### src/rtl/core/wtrhpc_pkg.sv
// Package with payload types, register indexes and reset values for the watering controller.
package wtrhpc_pkg;

    // Configuration register indexes
    localparam int unsigned CFG_IDX_W = 3;
    localparam logic [CFG_IDX_W-1:0] CFG_DRY_THRESHOLD   = 3'd0;
    localparam logic [CFG_IDX_W-1:0] CFG_WET_THRESHOLD   = 3'd1;
    localparam logic [CFG_IDX_W-1:0] CFG_PULSE_LENGTH_MS = 3'd2;
    localparam logic [CFG_IDX_W-1:0] CFG_REST_PERIOD_MS  = 3'd3;
    localparam logic [CFG_IDX_W-1:0] CFG_BOOT_HOLDOFF_MS = 3'd4;

    // Register reset values
    localparam logic [11:0] DRY_THRESHOLD_RST   = 12'd2000;
    localparam logic [11:0] WET_THRESHOLD_RST   = 12'd1500;
    localparam logic [15:0] PULSE_LENGTH_RST    = 16'd2000;
    localparam logic [31:0] REST_PERIOD_RST     = 32'd60000;
    localparam logic [31:0] BOOT_HOLDOFF_RST    = 32'd15000;

    // One evaluation request
    typedef struct packed {
        logic [11:0] moisture;
        logic [31:0] now_ms;
        logic        manual_request;
    } t_in_item;

    // One evaluation result
    typedef struct packed {
        logic pump_drive;
        logic watering_mode;
        logic pulse_started;
    } t_out_item;

endpackage

### src/rtl/core/watering_hysteresis_pulse_ctrl_core.sv
// Top level of the hysteresis watering controller with timed pump pulses.
//
//  channel | direction | handshake                 | payload
//  --------+-----------+---------------------------+------------------------------
//  in      | input     | i_in_valid / o_in_ready   | i_in_data  (t_in_item)
//  out     | output    | o_out_valid / i_out_ready | o_out_data (t_out_item)
//  cfg     | input     | i_cfg_valid / o_cfg_ready | i_cfg_index, i_cfg_data
//
// An item is registered on transfer, evaluated combinationally against the controller
// state and lands in the result register once that register is free to take it.
// One item per cycle is sustained while the output is not stalled; the evaluation is one pass of one 32-bit subtract
// and compares. A stalled output holds the result and the input register, and
// o_in_ready drops only while both are full. Reset clears state, registers to defaults.
module watering_hysteresis_pulse_ctrl_core
    import wtrhpc_pkg::*;
(
    input  logic                 i_clk,
    input  logic                 i_rst_n,
    input  logic                 i_in_valid,
    output logic                 o_in_ready,
    input  t_in_item             i_in_data,
    output logic                 o_out_valid,
    input  logic                 i_out_ready,
    output t_out_item            o_out_data,
    input  logic                 i_cfg_valid,
    output logic                 o_cfg_ready,
    input  logic [CFG_IDX_W-1:0] i_cfg_index,
    input  logic [31:0]          i_cfg_data
);

    // Configuration registers
    logic [11:0] r_dry_threshold;
    logic [11:0] r_wet_threshold;
    logic [15:0] r_pulse_length;
    logic [31:0] r_rest_period;
    logic [31:0] r_boot_holdoff;

    // Controller state
    logic        r_mode;
    logic        r_pump;
    logic [31:0] r_pulse_start;
    logic        r_ovr;

    // Pipeline registers
    logic        r_in_valid;
    t_in_item    r_in;
    logic        r_out_valid;
    t_out_item   r_out;

    // Next-state values
    logic        n_mode;
    logic        n_pump;
    logic [31:0] n_pulse_start;
    logic        n_ovr;
    t_out_item   n_out;

    logic        adv_out;
    logic [31:0] since;
    logic        ovr_set;
    logic        mode_in;
    logic        start;
    logic        pump_mid;
    logic        pulse_done;

    assign o_cfg_ready = 1'b1;
    assign adv_out     = r_in_valid && (!r_out_valid || i_out_ready);
    assign o_in_ready  = !r_in_valid || adv_out;
    assign o_out_valid = r_out_valid;
    assign o_out_data  = r_out;

    // Configuration writes; unknown indexes are dropped
    always_ff @(posedge i_clk) begin
        if (!i_rst_n) begin
            r_dry_threshold <= DRY_THRESHOLD_RST;
            r_wet_threshold <= WET_THRESHOLD_RST;
            r_pulse_length  <= PULSE_LENGTH_RST;
            r_rest_period   <= REST_PERIOD_RST;
            r_boot_holdoff  <= BOOT_HOLDOFF_RST;
        end else if (i_cfg_valid) begin
            unique case (i_cfg_index)
                CFG_DRY_THRESHOLD:   r_dry_threshold <= i_cfg_data[11:0];
                CFG_WET_THRESHOLD:   r_wet_threshold <= i_cfg_data[11:0];
                CFG_PULSE_LENGTH_MS: r_pulse_length  <= i_cfg_data[15:0];
                CFG_REST_PERIOD_MS:  r_rest_period   <= i_cfg_data;
                CFG_BOOT_HOLDOFF_MS: r_boot_holdoff  <= i_cfg_data;
                default: ;
            endcase
        end
    end

    // Evaluation of the registered item against the state
    assign since      = r_in.now_ms - r_pulse_start;
    assign ovr_set    = r_ovr || r_in.manual_request;
    assign mode_in    = r_mode || ovr_set;
    assign start      = !r_pump && ((since >= r_rest_period) || (r_pulse_start == 32'd0)
                        || ovr_set);
    assign pump_mid   = r_pump || start;
    // a fresh pulse has zero elapsed time
    assign pulse_done = start ? (r_pulse_length == 16'd0)
                              : (since >= {16'd0, r_pulse_length});

    always_comb begin
        n_mode        = mode_in;
        n_pump        = r_pump;
        n_pulse_start = r_pulse_start;
        n_ovr         = ovr_set;
        n_out.pulse_started = 1'b0;
        if (!mode_in) begin
            n_mode = (r_in.moisture > r_dry_threshold);
        end else begin
            if (r_in.now_ms < r_boot_holdoff) begin
                n_pump = 1'b0;
            end else begin
                if (start) begin
                    n_pulse_start       = r_in.now_ms;
                    n_ovr               = 1'b0;
                    n_out.pulse_started = 1'b1;
                end
                n_pump = pump_mid && !pulse_done;
            end
            if (!n_pump && (r_in.moisture < r_wet_threshold)) begin
                n_mode = 1'b0;
            end
        end
        n_out.pump_drive    = n_pump;
        n_out.watering_mode = n_mode;
    end

    // Controller state and valid flags
    always_ff @(posedge i_clk) begin
        if (!i_rst_n) begin
            r_mode        <= 1'b0;
            r_pump        <= 1'b0;
            r_pulse_start <= 32'd0;
            r_ovr         <= 1'b0;
            r_in_valid    <= 1'b0;
            r_out_valid   <= 1'b0;
        end else begin
            if (adv_out) begin
                r_mode        <= n_mode;
                r_pump        <= n_pump;
                r_pulse_start <= n_pulse_start;
                r_ovr         <= n_ovr;
            end
            if (o_in_ready) begin
                r_in_valid <= i_in_valid;
            end
            if (adv_out) begin
                r_out_valid <= 1'b1;
            end else if (i_out_ready) begin
                r_out_valid <= 1'b0;
            end
        end
    end

    // Payload registers
    always_ff @(posedge i_clk) begin
        if (i_in_valid && o_in_ready) begin
            r_in <= i_in_data;
        end
        if (adv_out) begin
            r_out <= n_out;
        end
    end

endmodule

### config.mk
export PLATFORM = sky130hd
export DESIGN_NAME = watering_hysteresis_pulse_ctrl_core
export DESIGN_NICKNAME = d
export VERILOG_FILES = /design/src/rtl/core/wtrhpc_pkg.sv /design/src/rtl/core/watering_hysteresis_pulse_ctrl_core.sv
export SDC_FILE = /design/constraint.sdc
export NUM_CORES = 1
export LEC_CHECK = 0
export BUFFER_PORTS_ARGS = -buffer_cell sky130_fd_sc_hd__buf_4
export CAP_MARGIN = 20
export CELL_PAD_IN_SITES_DETAIL_PLACEMENT = 1
export CELL_PAD_IN_SITES_GLOBAL_PLACEMENT = 2
export CORE_ASPECT_RATIO = 0.9
export CORE_MARGIN = 1.5
export CORE_UTILIZATION = 35
export CTS_BUF_LIST = sky130_fd_sc_hd__clkbuf_4
export DETAILED_ROUTE_END_ITERATION = 6
export PLACE_DENSITY_LB_ADDON = 0.1
export SYNTH_ARGS = -nofsm -noshare
export SYNTH_HDL_FRONTEND = slang
export SYNTH_SLANG_ARGS = --single-unit
### constraint.sdc
create_clock -name i_clk -period 4.25 [get_ports i_clk]
set_input_delay 0.425 -clock i_clk [delete_from_list [all_inputs] [get_ports i_clk]]
set_output_delay 0.425 -clock i_clk [all_outputs]
set_load 0.01 [all_outputs]
* Word level (Yosys, flattened, before mapping)
Cells that the tools add are included.
Word-level totals: bits in registers 189, bits of input ports 85, output and inout port bits 6, logic and storage cells 69
Operators by class: add/subtract/negate cells 1, $lt $le $gt $ge 5, eq/ne operators 4, muxes and demuxes 12, bitwise logic cells 2, reductions and logical operators 28
Operator list (count):
- 32-bit by 16-bit >= comparator with 1-bit output | 1
- 32-bit >= comparator | 1
- 32-bit zero test | 1
- 32-bit less-than comparator | 1
- 32-bit subtractor | 1
- 16-bit zero test | 1
- 12-bit > comparator | 1
- 12-bit less-than comparator | 1
- 1-bit two-way mux | 12
- 2-bit AND reduction | 5
- 1-bit logical OR | 7
- 3-bit by 2-bit equality test with 1-bit output (second input constant) | 2
- 1-bit logical AND | 5
- 1-bit zero test | 5
- 4-bit AND reduction | 1
- 3-bit by 1-bit equality test with 1-bit output (second input constant) | 1
- 3-bit equality test (second input constant) | 1
- 3-bit zero test | 1
- 1-bit inverter | 2
- 2-bit nonzero test | 1
- 2-bit OR reduction | 1

* Longest topological paths before layout
Gate-level depths: netlist of run 1.
word-level depth 14, depth in mapped cells 20, depth with buffers taken out 19

* Worst setup path before layout of run 1
No wires, ideal clock.
kind register to register, start point register r_in[1] (netlist bit), end point register r_out (netlist bit o_out_data[1]) (data pin), library setup time 0.268 ns, arrival 4.105 ns, required time 3.982 ns, setup slack -0.123 ns, stages on the path, launching flop included 19, path buffers 0, clock period less this slack 4.373 ns, cell sequence edfxtp_1 > inv_1 > ha_1 > inv_1 > fa_1 > a21o_2 > a221o_2 > a41oi_2 > nand3_1 > and2_1 > o311a_1 > ha_1 > a21o_1 > a21oi_1 > o211ai_1 > a211oi_1 > nor3b_1 > nor4b_1 > a21oi_1
On the way: cells in the longest elaborated chain, start to end 14, elaborated cells between the ends (all ways) 17, those cells by class add/sub: 1; order compare: 3; mux: 5; reduce/logical: 8
Ends and longest elaborated chain:
- start: declaration | line watering_hysteresis_pulse_ctrl_core.sv:46 | t_in_item r_in;
- start signal: assignment | line watering_hysteresis_pulse_ctrl_core.sv:159 | r_in <= i_in_data;
- 32-bit subtractor | line watering_hysteresis_pulse_ctrl_core.sv:92 | assign since = r_in.now_ms - r_pulse_start;
- 32-bit >= comparator | line watering_hysteresis_pulse_ctrl_core.sv:95 | assign start = !r_pump && ((since >= r_rest_period) || (r_pulse_start == 32'd0)
- 1-bit logical OR | line watering_hysteresis_pulse_ctrl_core.sv:95
- 1-bit logical OR | line watering_hysteresis_pulse_ctrl_core.sv:96 | || ovr_set);
- 1-bit logical AND | line watering_hysteresis_pulse_ctrl_core.sv:95
- 1-bit two-way mux | line watering_hysteresis_pulse_ctrl_core.sv:99 | assign pulse_done = start ? (r_pulse_length == 16'd0)
- 1-bit zero test | line watering_hysteresis_pulse_ctrl_core.sv:119 | n_pump = pump_mid && !pulse_done;
- 1-bit logical AND | line watering_hysteresis_pulse_ctrl_core.sv:119
- 1-bit two-way mux (*) | line watering_hysteresis_pulse_ctrl_core.sv:111 | if (r_in.now_ms < r_boot_holdoff) begin
- 1-bit two-way mux (*) | line watering_hysteresis_pulse_ctrl_core.sv:108 | if (!mode_in) begin
- 1-bit zero test (*) | line watering_hysteresis_pulse_ctrl_core.sv:121 | if (!n_pump && (r_in.moisture < r_wet_threshold)) begin
- 1-bit logical AND (*) | line watering_hysteresis_pulse_ctrl_core.sv:121
- 1-bit two-way mux (*) | line watering_hysteresis_pulse_ctrl_core.sv:121
- 1-bit two-way mux (*) | line watering_hysteresis_pulse_ctrl_core.sv:108
- net n_mode | line watering_hysteresis_pulse_ctrl_core.sv:51 | logic n_mode;
- end signal: assignment | line watering_hysteresis_pulse_ctrl_core.sv:162 | r_out <= n_out;
- end: declaration | line watering_hysteresis_pulse_ctrl_core.sv:48 | t_out_item r_out;
Mark *: on every way through the listed nets, which the timed path passes. The rest lies on a longest branch. The select of a mux whose other input is x is not followed. A chain may end at the register's enable or synchronous reset.

* Final worst setup path of run 1
start point register r_in[1] (netlist bit), end point register r_pulse_start[0]
On the way: cells in the longest elaborated chain, start to end 6, elaborated cells between the ends (all ways) 8, those cells by class add/sub: 1; order compare: 2; bitwise: 1; reduce/logical: 4
Ends and longest elaborated chain:
- 32-bit subtractor | line watering_hysteresis_pulse_ctrl_core.sv:92
- 32-bit >= comparator | line watering_hysteresis_pulse_ctrl_core.sv:95
- 1-bit logical OR | line watering_hysteresis_pulse_ctrl_core.sv:95
- 1-bit logical OR | line watering_hysteresis_pulse_ctrl_core.sv:96
- 1-bit logical AND | line watering_hysteresis_pulse_ctrl_core.sv:95
- 4-bit AND reduction (no source line)
- end signal: assignment | line watering_hysteresis_pulse_ctrl_core.sv:142 | r_pulse_start <= n_pulse_start;
- end: declaration | line watering_hysteresis_pulse_ctrl_core.sv:41 | logic [31:0] r_pulse_start;
Several ways; a longest one is shown, not always the timed one.

==> key figures, run 1 <==
Outcome
  • Outcome: complete, but fails checks
  • Failing checks: setup timing

Critical path
  • CP Max Fanout: 8
  • CP cell instances: inv_1 -> ha_2 -> inv_2 -> fa_2 -> a21o_2 -> a221o_2 -> a41oi_4 -> nand3_2 -> and2_4 -> o311a_4 -> ha_4 -> nand4_1 -> nor4_2 -> a211oi_2 -> nor4_4 -> buf_6 -> buf_12 -> mux2i_2 -> nor2b_1
  • Worst Setup End Kind: flip-flop
  • Critical Path AT: 5030 ps
  • Levels on crit path: 19
  • CP Class: flip-flop to flip-flop
  • Worst endpoint required time: 4810 ps
  • Max stage delay on crit path: 420 ps
  • FF-to-FF path depth: 19
  • CP startpoint kind: flip-flop
  • Worst path bufs/invs: 4
  • Delay-heaviest family, CP: compound AO/OA/AOI/OAI gates
  • CP max-delay cell: edfxtp_1

Floorplanning
  • Initial Util: 0.356
  • Row cnt: 62
  • IO Pins: 91
  • Area of the core: 32000 µm²
  • DIE HEIGHT: 174 µm
  • Die ar.: 33600 µm²
  • Die width: 193 µm

Synthesis
  • Cell area after synthesis: 11400 µm²
  • Cell variety after synth: 68
  • Sequential share of the synthesized area: 0.374
  • Number of enable flip-flop cells after synthesis: 48
  • Warnings, synthesis: 0
  • Ys flop type: dfxtp_1
  • Share of flip-flops with an asynchronous set or reset: 0
  • Synthesized net count: 1523
  • Mapped Cells: 1304
  • Synthesized area per cell: 8.73 µm²
  • Post-synthesis register bit count: 189

STA
  • Final worst setup slack: -218 ps
  • Skew final: 29.8 ps
  • Final-report setup violation count: 36
  • Worst-margin pin slew: 1130 ps
  • Slew Viols, Final: 0
  • Fin. Hold Viols: 0
  • RSZ-0062 raised after global routing: yes
  • Setup TNS: -5350 ps
  • Relative slew slack: 0.241
  • Fmax: 224 MHz
  • Final worst path period share: 1.05
  • Worst Hold Slack: 79.3 ps
  • Tmin final: 4470 ps

Cells and area
  • Syn-to-layout area delta: 32.2%
  • Finished layout cell area: 15100 µm²
  • Final core utilization: 0.471
  • Layout Nets: 1828
  • Multi-input logic area: 6670 µm²
  • Register Area: 4260 µm²
  • Share of layout cells above drive strength 1: 0.214
  • Fill count: 3773
  • Post-Layout Cell Count: 2041

Clock tree
  • Sink Count: 189
  • Clock transition at path regs: 180 ps
  • Num CTS Buffers: 17
  • Clock Path Buffers: 2
  • Clk Latency, worst-skew pair: 660 ps
  • Root buf cell: clkbuf_4
  • H-Tree Depth: 4
  • CTS tree: done

Power and ir drop
  • Overall power: 4.28 mW
  • Gate power share: 0.301
  • Cell Int Power: 2.82 mW
  • Switching power: 1.46 mW
  • Reg power frac: 0.459
  • Sw Share: 0.341
  • Clock power share: 0.240
  • Peak supply drop: 203 µV
  • P per Cell Area: 284 nW/µm²
  • Pleak: 6.05 nW

Detailed routing
  • Vias per Instance: 5.06
  • DRT Pass-1 Iters: 4
  • Post-route DRC: 0
  • Antenna viol nets, final: 0
  • Iteration-0 DRC Markers: 433
  • Routed wire per std cell: 18.8 µm
  • Vias: 10300
  • Drt total wl: 38400 µm

Global routing
  • Initial antenna violation count: 3
  • Global-route wire length before repair: 59800 µm
  • Pin count of the biggest net entering global routing: 67
  • GRT Overall Usage: 0.235
  • Vias in the first global route: 10700
  • Total grt overflow: 0

Placement
  • Final Wtd Congestion: 0.845
  • Area post-placement: 13500 µm²
  • DP HPWL: 28300 µm
  • Pre-CTS setup slack: -452 ps
  • Port bufs: 89
  • Dpl cells: 1911

Min path
  • Worst Hold Class: primary input to flip-flop
  • Worst hold stages: 3

Flow run
  • Maximum capacitance violations: 0
power groups by stage:
| stage | clock, mW | combinational, mW | sequential, mW |
|---|---|---|---|
| final | 1.02 | 1.29 | 1.97 |
| after floorplan | 0 | 0.613 | 1.99 |
| after CTS | 1.08 | 1.26 | 1.97 |
| after global placement | 0 | 1.09 | 2.00 |
| after global routing | 1.15 | 1.42 | 1.97 |
| after detailed placement | 0 | 1.11 | 2.00 |
area by class of cell:
type,instances,area share
multi-input cells,923,0.443
flip-flops and latches,189,0.283
well taps,416,0.0346
clock inverters,15,0.00989
clock buffers,17,0.00847
inverters,142,0.0354
diodes,3,0.000499
repair buffers,336,0.185
registers in the layout, indices dropped and copies added, names as in the netlist:
name	flops
o_out_data	3
o_out_valid	1
r_boot_holdoff	32
r_dry_threshold	12
r_in	45
r_in_valid	1
r_mode	1
r_ovr	1
r_pulse_length	16
r_pulse_start	32
r_pump	1
r_rest_period	32
r_wet_threshold	12
cells by family after synthesis:
| logic type | count (synthesis) | synth area share |
|---|---|---|
| xor+xnor | 26 | 0.0200 |
| other cells | 1 | 0.000329 |
| flops | 189 | 0.374 |
| buf+inv | 192 | 0.0646 |
| mux | 36 | 0.0316 |
| simple gates | 419 | 0.178 |
| compound gates | 307 | 0.183 |
| fa+ha+maj | 134 | 0.148 |
repair_timing:
action	CTS	global route
gates resized for setup	35	18
setup endpoints to repair	37	37
hold endpoints to repair	121	0
gates cloned	3	0
pin swaps	19	15
hold buffers	76	0
buffers inserted	14	2
worst min-delay path, stage by stage:
cell and delay (ps):
buf_4 150, nand2_1 60, o211ai_1 80
cells in the final DEF (no fill, tap or decap), types with 7 or more instances in the layout:
cell type      synthesis  routed
a211oi_1              13       9
o211ai_1              41      41
nand4_1               24      24
ha_1                 133     126
nor2b_1               39      39
xnor2_1               17      11
edfxtp_1              48      48
dfxtp_1              141     141
nor4_1                17      16
a21o_1                12      12
o21a_1                10      10
a21boi_0              73      73
dlygate4sd3_1          0      76
xor2_1                 9       9
inv_1                142     141
nand3_1               16      13
o21bai_1               7       7
mux2i_1               36      34
nand2_1              220     220
nor2_1                40      38
nor3_1                 9       9
clkbuf_4               0      17
and2_1                 9       7
o21ai_0               40      33
buf_4                  4     252
a21oi_1               72      69
path summary, 6_finish.rpt:
kind,start,to,slack (ps)
max reg2reg,r_in[1],r_pulse_start[0],-220
max,r_in[1],r_pulse_start[0],-220
min reg2reg,r_boot_holdoff[6],r_boot_holdoff[6],470
min,i_cfg_data[6],r_rest_period[6],80
cells in the mapped netlist (2+ instances only):
library cell / n / share of area
mux2i_1: 36 / 0.032
a21oi_1: 72 / 0.032
dfxtp_1: 141 / 0.25
and2_1: 9 / 0.0049
a211oi_1: 13 / 0.0086
and3_1: 3 / 0.0016
nand2b_1: 6 / 0.0033
or3_1: 6 / 0.0033
nor2b_1: 39 / 0.021
nor4_1: 17 / 0.0093
or2_2: 4 / 0.0022
o21bai_1: 7 / 0.0046
and4_1: 6 / 0.0046
nand3_1: 16 / 0.0070
xnor2_1: 17 / 0.013
buf_4: 4 / 0.0026
nor2_1: 40 / 0.013
nand3b_1: 2 / 0.0013
o221ai_1: 5 / 0.0038
a2111oi_0: 3 / 0.0023
ha_1: 133 / 0.15
nand2_1: 220 / 0.073
nor3b_1: 5 / 0.0033
o311a_1: 2 / 0.0018
clkbuf_1: 45 / 0.015
a21boi_0: 73 / 0.048
nor3_1: 9 / 0.0040
o21ai_0: 40 / 0.018
and2b_2: 2 / 0.0015
a21o_1: 12 / 0.0079
inv_1: 142 / 0.047
nand4_1: 24 / 0.013
edfxtp_1: 48 / 0.13
o211ai_1: 41 / 0.027
o31ai_1: 2 / 0.0013
xor2_1: 9 / 0.0069
o21a_1: 10 / 0.0066
a211o_1: 4 / 0.0031
nor4_4: 2 / 0.0037
a31oi_1: 7 / 0.0038
per-layer routing:
| metal | share of wire | track usage |
|---|---|---|
| met5 | 0 | 0 |
| met4 | 0.010 | 0.0516 |
| met3 | 0.038 | 0.0468 |
| met2 | 0.43 | 0.354 |
| met1 | 0.52 | 0.343 |
(Power assumes the default switching activity.)
==> inputs of run 2 (changes only) <==
--- a/config.mk
+++ b/config.mk
@@ -5,16 +5,19 @@
 export SDC_FILE = /design/constraint.sdc
 export NUM_CORES = 1
 export LEC_CHECK = 0
+export ABC_AREA = 1
 export BUFFER_PORTS_ARGS = -buffer_cell sky130_fd_sc_hd__buf_4
 export CAP_MARGIN = 20
 export CELL_PAD_IN_SITES_DETAIL_PLACEMENT = 1
 export CELL_PAD_IN_SITES_GLOBAL_PLACEMENT = 2
 export CORE_ASPECT_RATIO = 0.9
 export CORE_MARGIN = 1.5
-export CORE_UTILIZATION = 35
+export CORE_UTILIZATION = 33
 export CTS_BUF_LIST = sky130_fd_sc_hd__clkbuf_4
 export DETAILED_ROUTE_END_ITERATION = 6
+export HOLD_SLACK_MARGIN = 0.06
 export PLACE_DENSITY_LB_ADDON = 0.1
 export SYNTH_ARGS = -nofsm -noshare
 export SYNTH_HDL_FRONTEND = slang
 export SYNTH_SLANG_ARGS = --single-unit
+export TNS_END_PERCENT = 10
==> run 2 against run 1 <==
Largest power group unchanged. First-iteration DRC count grew 28%. The run now ends clean. Non-clock buffer count is 127 lower. Final cell count rose by 8.0%.
==> key figures, run 2 <==
Detailed routing
  • Iteration-0 DRC Markers: 555 (+28%)
  • Drt total wl: 40100 µm (+4.5%)
  • Vias: 10700 (+3.3%)
  • Antenna viol nets, final: 0 (unchanged)
  • Routed wire per std cell: 18.2 µm (-3.3%)
  • Post-route DRC: 0 (unchanged)
  • Vias per Instance: 4.84 (-4.4%)
  • DRT Pass-1 Iters: 4 (unchanged)

Synthesis
  • Cell area after synthesis: 11500 µm² (+1.0%)
  • Post-Synth XOR/XNOR Area: 0.0122 (-0.00782)
  • Proportion of synthesized area in mux cells: 0 (-0.0316)
  • Warnings, synthesis: 0 (unchanged)
  • Area leader, netlist: dfxtp_1
  • Synthesized area per cell: 7.47 µm² (-14%)
  • Number of enable flip-flop cells after synthesis: 48 (unchanged)
  • Ys flop type: dfxtp_1
  • Cell variety after synth: 45 (-34%)
  • Post-synthesis register bit count: 189 (unchanged)
  • Synthesized net count: 1759 (+15%)
  • Post-synth top cells: 316 x nand2_1, 282 x inv_1, 171 x a21oi_1
  • Largest family of logic cells by synthesized area: simple AND/OR/NAND/NOR gates
  • Mapped Cells: 1540 (+18%)
  • Cell with the most instances after synthesis: nand2_1
  • Top-area cell type share of the netlist area: 0.245 (-0.00251)
  • Simple-gate share of the synthesized area: 0.204 (+0.0256)
  • Share of flip-flops with an asynchronous set or reset: 0 (unchanged)
  • Synth area leaders: dfxtp_1 25%, ha_1 14%, edfxtp_1 13%
  • Compound-Gate Fraction of Synth Area: 0.156 (-0.0268)
  • Sequential share of the synthesized area: 0.371 (-0.00379)
  • Adder-Cell Fraction of Synth Area: 0.146 (-0.00150)

Power and ir drop
  • Pleak: 6.64 nW (+9.7%)
  • Gate power share: 0.313 (+0.012)
  • Clock power share: 0.245 (+0.005)
  • Sw Share: 0.365 (+0.0240)
  • Reg power frac: 0.442 (-0.017)
  • Switching power: 1.64 mW (+12%)
  • Overall power: 4.49 mW (+5.0%)
  • Cell Int Power: 2.85 mW (+1.2%)
  • Peak supply drop: 269 µV (+33%)
  • P per Cell Area: 313 nW/µm² (+10%)

Placement
  • Pre-CTS setup slack: 252 ps (+704 ps)
  • DP HPWL: 29700 µm (+5.0%)
  • Final Wtd Congestion: 0.807 (-4.5%)
  • Dpl cells: 2065 (+8.1%)
  • Area post-placement: 12700 µm² (-6.1%)
  • Port bufs: 89 (unchanged)

Flow run
  • Maximum capacitance violations: 0 (unchanged)

Critical path
  • CP dominant cell by count: nand2_2
  • Worst Setup End Kind: flip-flop
  • CP startpoint kind: flip-flop
  • CP Max Fanout: 8 (unchanged)
  • Worst path bufs/invs: 3 (-1)
  • Worst endpoint required time: 4810 ps (about the same)
  • CP Class: flip-flop to flip-flop
  • Max stage delay on crit path: 460 ps (+40 ps)
  • CP max-delay cell: edfxtp_1
  • Delay-heaviest family, CP: simple AND/OR/NAND/NOR gates
  • Critical Path AT: 4620 ps (-410 ps)

Clock tree
  • CTS tree: done
  • Clock transition at path regs: 180 ps (about the same)
  • Num CTS Buffers: 17 (unchanged)
  • Root buf cell: clkbuf_4
  • Clock Path Buffers: 2 (unchanged)
  • H-Tree Depth: 4 (unchanged)
  • Clk Latency, worst-skew pair: 670 ps (about the same)
  • Sink Count: 189 (unchanged)

Cells and area
  • Finished layout cell area: 14400 µm² (-4.6%)
  • Layout Nets: 1948 (+6.6%)
  • Most common cell after layout, fill and taps aside: nand2_1
  • Largest register FFs: 45 (unchanged)
  • Syn-to-layout area delta: 24.9%
  • Commonest cells after routing, fill and taps aside: 307 x nand2_1, 280 x inv_1, 167 x a21oi_1, 141 x dfxtp_1, 124 x buf_4
  • Post-Layout Cell Count: 2205 (+8.0%)
  • Share of layout cells above drive strength 1: 0.156 (-0.0578)
  • Final core utilization: 0.420 (-0.0510)
  • Largest Register: r_in

Floorplanning
  • Die width: 200 µm (+3.5%)
  • IO Pins: 91 (unchanged)
  • Row cnt: 64 (+3.2%)
  • Die ar.: 36000 µm² (+7.0%)
  • Initial Util: 0.336 (-0.0199)
  • DIE HEIGHT: 180 µm (+3.5%)
  • Area of the core: 34200 µm² (+7.0%)

STA
  • Skew final: 31.0 ps (+1.19 ps)
  • Final-report setup violation count: 0 (-100%)
  • Fmax: 246 MHz (+9.9%)
  • Fin. Hold Viols: 0 (unchanged)
  • Slew Viols, Final: 0 (unchanged)
  • Final worst setup slack: 185 ps (+403 ps)
  • Worst-margin pin slew: 1100 ps (-31.1 ps)
  • Relative slew slack: 0.265 (+0.0238)
  • Tmin final: 4070 ps (-403 ps)
  • Final worst path period share: 0.956 (-0.0949)

Global routing
  • Met2 Usage GRT: 0.332 (-0.0224)
  • Initial antenna violation count: 1 (-2)
  • Global-route wire length before repair: 59500 µm (-0.63%)
  • Met1 usage: 0.318 (-0.0257)
  • Total grt overflow: 0 (unchanged)
  • Pin count of the biggest net entering global routing: 94 (+40%)
  • Met3 usage: 0.0367 (-0.0102)
  • Vias in the first global route: 10600 (-1.4%)
  • Top Usage Layer GRT: met2
  • GRT Overall Usage: 0.218 (-0.0170)

Outcome
  • Outcome: complete, no violations

Min path
  • Worst Hold Class: primary input to flip-flop
==> run 2: cell count changes after synthesis, sizes merged, moves of 46 or more <==
cell    previous run  this run
nor2              40        86
a21boi            73         1
a21oi             73       171
o21ai             40       129
inv              142       296
nand2            220       344
==> run 2: timing repair <==
| action | 4_1_cts | 5_1_grt |
|---|---|---|
| endpoints found under the hold margin | 130 | 0 |
| gates resized for setup | 0 | 77 |
| setup buffers | 0 | 23 |
| setup endpoints to repair | 0 | 32 |
| hold buffers | 79 | 0 |
==> run 2: layout make-up <==
type,instances,area [µm²]
flip-flops and latches,189,4260
repair buffers,209,1840
well taps,462,578
diodes,1,2.50
clock buffers,17,128
fillers,4229,19800
multi-input cells,1015,6250
inverters,297,1110
clock inverters,15,186
==> run 2: through the flow <==
stage | hold WS (ps) | TNS, ps
finish | 249 | 0
global route | 220 | -2920
CTS | 191 | 0
detailed placement | 453 | 0
global placement | 450 | 0
floorplan | 435 | 0
==> run 2: kinds of logic (layout without fill, tap and decap cells) <==
logic type	count (synthesis)	after routing
compound gates	339	339
xor+xnor	16	16
fa+ha+maj	134	134
buf+inv	336	538
flops	189	189
other cells	1	2
simple gates	525	525
==> run 2: worst register-to-register path: stages (launching register included) <==
cell and delay, ps:
edfxtp_1 460, inv_2 80, ha_2 170, inv_2 60, fa_2 430, nand2_2 90
nand3_2 70, nand3_2 90, nand2_4 70, nand2_2 70, nand2_2 80, nand2_2 80
nand2_1 50, nand2_1 70, nand2_2 60, ha_1 290, nand4_1 120, nor2_1 150
nand3_1 120, nor4_2 270, nand4_1 140, nand4_1 110, nand2_1 100, nor2_4 180
nand2_8 120, clkbuf_16 230, o21ai_1 140, a21oi_1 60
==> run 2: power by group through the flow <==
stage	registers, mW	clock network (mW)	logic (mW)
after floorplan	2.01	0	0.807
after global placement	2.02	0	1.21
after detailed placement	2.02	0	1.23
after CTS	1.98	1.15	1.30
after global routing	2.00	1.21	1.59
final	1.99	1.10	1.40
==> run 2: path summary, 6_finish.rpt <==
check,start,endpoint,cells after the start,slack (ps)
worst max-delay path,r_in[1],r_pulse_start[26],27,180
worst min-delay path,i_cfg_index[1],r_wet_threshold[8],5,250
worst max register to register,r_in[1],r_pulse_start[26],27,180
worst min register to register,r_dry_threshold[2],r_dry_threshold[2],2,470
==> run 2: layer usage <==
layer / vias to the layer above / part of all wire / routed length (µm)
li1: 5387 / - / -
met1: 5100 / 0.51 / 20600
met2: 138 / 0.44 / 17700
met3: 39 / 0.027 / 1070
met4: 0 / 0.018 / 736
met5: - / 0 / 0
==> inputs of run 3 (changes only) <==
--- a/config.mk
+++ b/config.mk
@@ -5,18 +5,18 @@
 export SDC_FILE = /design/constraint.sdc
 export NUM_CORES = 1
 export LEC_CHECK = 0
-export ABC_AREA = 1
 export BUFFER_PORTS_ARGS = -buffer_cell sky130_fd_sc_hd__buf_4
 export CAP_MARGIN = 20
 export CELL_PAD_IN_SITES_DETAIL_PLACEMENT = 1
 export CELL_PAD_IN_SITES_GLOBAL_PLACEMENT = 2
 export CORE_ASPECT_RATIO = 0.9
 export CORE_MARGIN = 1.5
-export CORE_UTILIZATION = 33
+export CORE_UTILIZATION = 35
 export CTS_BUF_LIST = sky130_fd_sc_hd__clkbuf_4
 export DETAILED_ROUTE_END_ITERATION = 6
 export HOLD_SLACK_MARGIN = 0.06
 export PLACE_DENSITY_LB_ADDON = 0.1
+export SLEW_MARGIN = 10
 export SYNTH_ARGS = -nofsm -noshare
 export SYNTH_HDL_FRONTEND = slang
 export SYNTH_SLANG_ARGS = --single-unit
==> run 3 against run 2 <==
The flow now finishes with violations (setup timing). Cell area up 4.8%. Worst setup slack got worse by 450 ps. Register-to-register slack lost 450 ps. Sequential cell count stayed put. Hold slack got worse by 46 ps. Clock skew down 0.55 ps. Utilization increased by 5.1 points. Power down 5.0%. Combinational power decreased by 9%. Via count fell by 3.2%. Clock-buffer cell count stayed put. Non-clock buffer count grew 128. Largest cell class unchanged. Largest power group unchanged.
==> key figures, run 3 (synthesis results as in run 1) <==
Outcome
  • Outcome: complete, but fails checks
  • Failing checks: setup timing

Global routing
  • GRT Overall Usage: 0.235 (+0.0164)
  • Total grt overflow: 0 (unchanged)
  • Global-route wire length before repair: 59700 µm (+0.37%)
  • Vias in the first global route: 10700 (+1.4%)
  • Pin count of the biggest net entering global routing: 67 (-29%)
  • Initial antenna violation count: 3 (+2)

Cells and area
  • Share of layout cells above drive strength 1: 0.208 (+0.0521)
  • Commonest cells after routing, fill and taps aside: 248 x buf_4, 220 x nand2_1, 142 x inv_1, 141 x dfxtp_1, 127 x ha_1
  • Largest Register: r_in
  • Final core utilization: 0.471 (+0.0508)
  • Syn-to-layout area delta: 32.2%
  • Largest register FFs: 45 (unchanged)
  • Layout Nets: 1829 (-6.1%)
  • Most common cell after layout, fill and taps aside: buf_4

STA
  • Skew final: 30.5 ps (-0.552 ps)
  • Slew Viols, Final: 0 (unchanged)
  • Final-report setup violation count: 36 (+36)
  • Tmin final: 4510 ps (+445 ps)
  • Fmax: 222 MHz (-9.9%)
  • Worst-margin pin slew: 940 ps (-158 ps)
  • RSZ-0062 raised after global routing: yes
  • Final worst path period share: 1.06 (+0.105)
  • Relative slew slack: 0.369 (+0.103)
  • Fin. Hold Viols: 0 (unchanged)
  • Final worst setup slack: -261 ps (-445 ps)
  • Setup TNS: -6810 ps (-6810 ps)

Critical path
  • Worst Setup End Kind: flip-flop
  • Critical Path AT: 5070 ps (+450 ps)
  • CP Max Fanout: 8 (unchanged)
  • CP startpoint kind: flip-flop
  • Worst endpoint required time: 4810 ps (about the same)
  • Reg-to-reg setup timing slack: -260 ps (-450 ps)
  • FF-to-FF path depth: 19 (-30%)
  • Reg2reg start: r_in[1]
  • Reg2reg end: r_pulse_start[0]
  • CP Class: flip-flop to flip-flop

Placement
  • Final Wtd Congestion: 0.845 (+4.7%)
  • DP HPWL: 28300 µm (-4.7%)
  • Pre-CTS setup slack: -452 ps (-704 ps)
  • Port bufs: 89 (unchanged)

Power and ir drop
  • P per Cell Area: 284 nW/µm² (-9.3%)
  • Peak supply drop: 203 µV (-25%)
  • Pleak: 6.05 nW (-8.8%)
  • Overall power: 4.27 mW (-5.0%)

Min path
  • Hold endpoint: r_wet_threshold[9]
  • Worst hold stages: 4 (-1)
  • Hold Crit Start: i_cfg_index[1]
  • Worst Hold Class: primary input to flip-flop

Detailed routing
  • Routed wire per std cell: 18.9 µm (+3.8%)
  • DRT Pass-1 Iters: 5 (+1)
  • Drt total wl: 38600 µm (-3.9%)
  • Antenna viol nets, final: 0 (unchanged)
  • Vias per Instance: 5.06 (+4.5%)
  • Iteration-0 DRC Markers: 446 (-20%)
  • Post-route DRC: 0 (unchanged)
  • Vias: 10300 (-3.2%)

Clock tree
  • Clock transition at path regs: 180 ps (about the same)
  • H-Tree Depth: 4 (unchanged)
  • Sink Count: 189 (unchanged)
  • CTS tree: done
  • Clock Path Buffers: 2 (unchanged)
  • Num CTS Buffers: 17 (unchanged)
  • Root buf cell: clkbuf_4
  • Clk Latency, worst-skew pair: 670 ps (about the same)

Flow run
  • Maximum capacitance violations: 0 (unchanged)

Floorplanning
  • Row cnt: 62 (-3.1%)
  • Area of the core: 32000 µm² (-6.5%)
  • Initial Util: 0.356 (+0.0199)
  • Die width: 193 µm (-3.3%)
  • Die ar.: 33600 µm² (-6.6%)
  • DIE HEIGHT: 174 µm (-3.3%)
  • IO Pins: 91 (unchanged)
run 3: cell types whose count changed in the layout (fill, tap and decap cells not counted), moves of 18 or more:
cell	delta
nor2b_1	+39
mux2i_1	+33
nand2_2	-34
inv_1	-138
a21oi_1	-97
o21ai_1	-19
buf_4	+124
a21boi_0	+72
nor2_1	-30
o21ai_0	-63
nand3_1	-18
nand2_1	-87
run 3: worst max-delay path by stage:
stage          depth (start not counted)  slack [ps]  startpoint           endpoint
6_report                              19        -260     r_in[1]   r_pulse_start[0]
5_1_grt                               20        -530     r_in[1]   r_pulse_start[0]
4_1_cts                               19        -210     r_in[1]  r_pulse_start[19]
3_5_place_dp                          19        -450     r_in[1]      o_out_data[1]
3_3_place_gp                          19        -290     r_in[1]      o_out_data[1]
2_1_floorplan                         18         -10     r_in[1]   r_pulse_start[1]
run 3: cell type report:
class	count	area, µm²
Fill cell	3777	16900
Multi-Input combinational cell	923	6640
Sequential cell	189	4260
Timing Repair Buffer	337	2810
Inverter	142	533
Tap cell	416	520
Clock inverter	15	149
Clock buffer	17	128
Antenna cell	3	7.51
run 3: metal layers:
metal | up-vias | part of all wire | track usage
li1 | 5170 | - | -
met1 | 4985 | 0.52 | 0.344
met2 | 145 | 0.44 | 0.353
met3 | 25 | 0.036 | 0.0446
met4 | 0 | 0.010 | 0.0510
met5 | - | 0 | 0
run 3: through the flow:
step / std cells / instance area, µm² / hold slack (ps)
after floorplan: 1304 / 11400 / 443
after global placement: 1910 / 13500 / 451
after detailed placement: 1911 / 13500 / 459
after CTS: 2037 / 14900 / 135
after global routing: 2040 / 15000 / 153
final: 2042 / 15100 / 202
run 3: power breakdown:
group | leakage [nW] | switching, mW | internal (mW)
combinational | 4.29 | 0.651 | 0.626
clock | 0.153 | 0.759 | 0.266
sequential | 1.61 | 0.0478 | 1.92
run 3: critical path, stage by stage, from the launching register on:
cell	delay (ps)
edfxtp_1	420
inv_1	70
ha_2	160
inv_1	50
fa_2	330
a21o_2	200
a221o_2	410
a21oi_4	260
nor4_2	90
or3_1	380
and2_4	180
ha_1	260
nand4_1	200
nor4_4	380
a211oi_4	120
nor4_4	210
buf_6	200
buf_12	160
mux2i_2	230
nor2b_1	60
run 3: repair_timing:
item,CTS,global route
hold buffers,80,0
gates cloned,3,0
endpoints found under the setup margin,37,37
resized for setup,29,17
pin swaps,17,15
hold endpoints to repair,151,0
buffers inserted,11,2
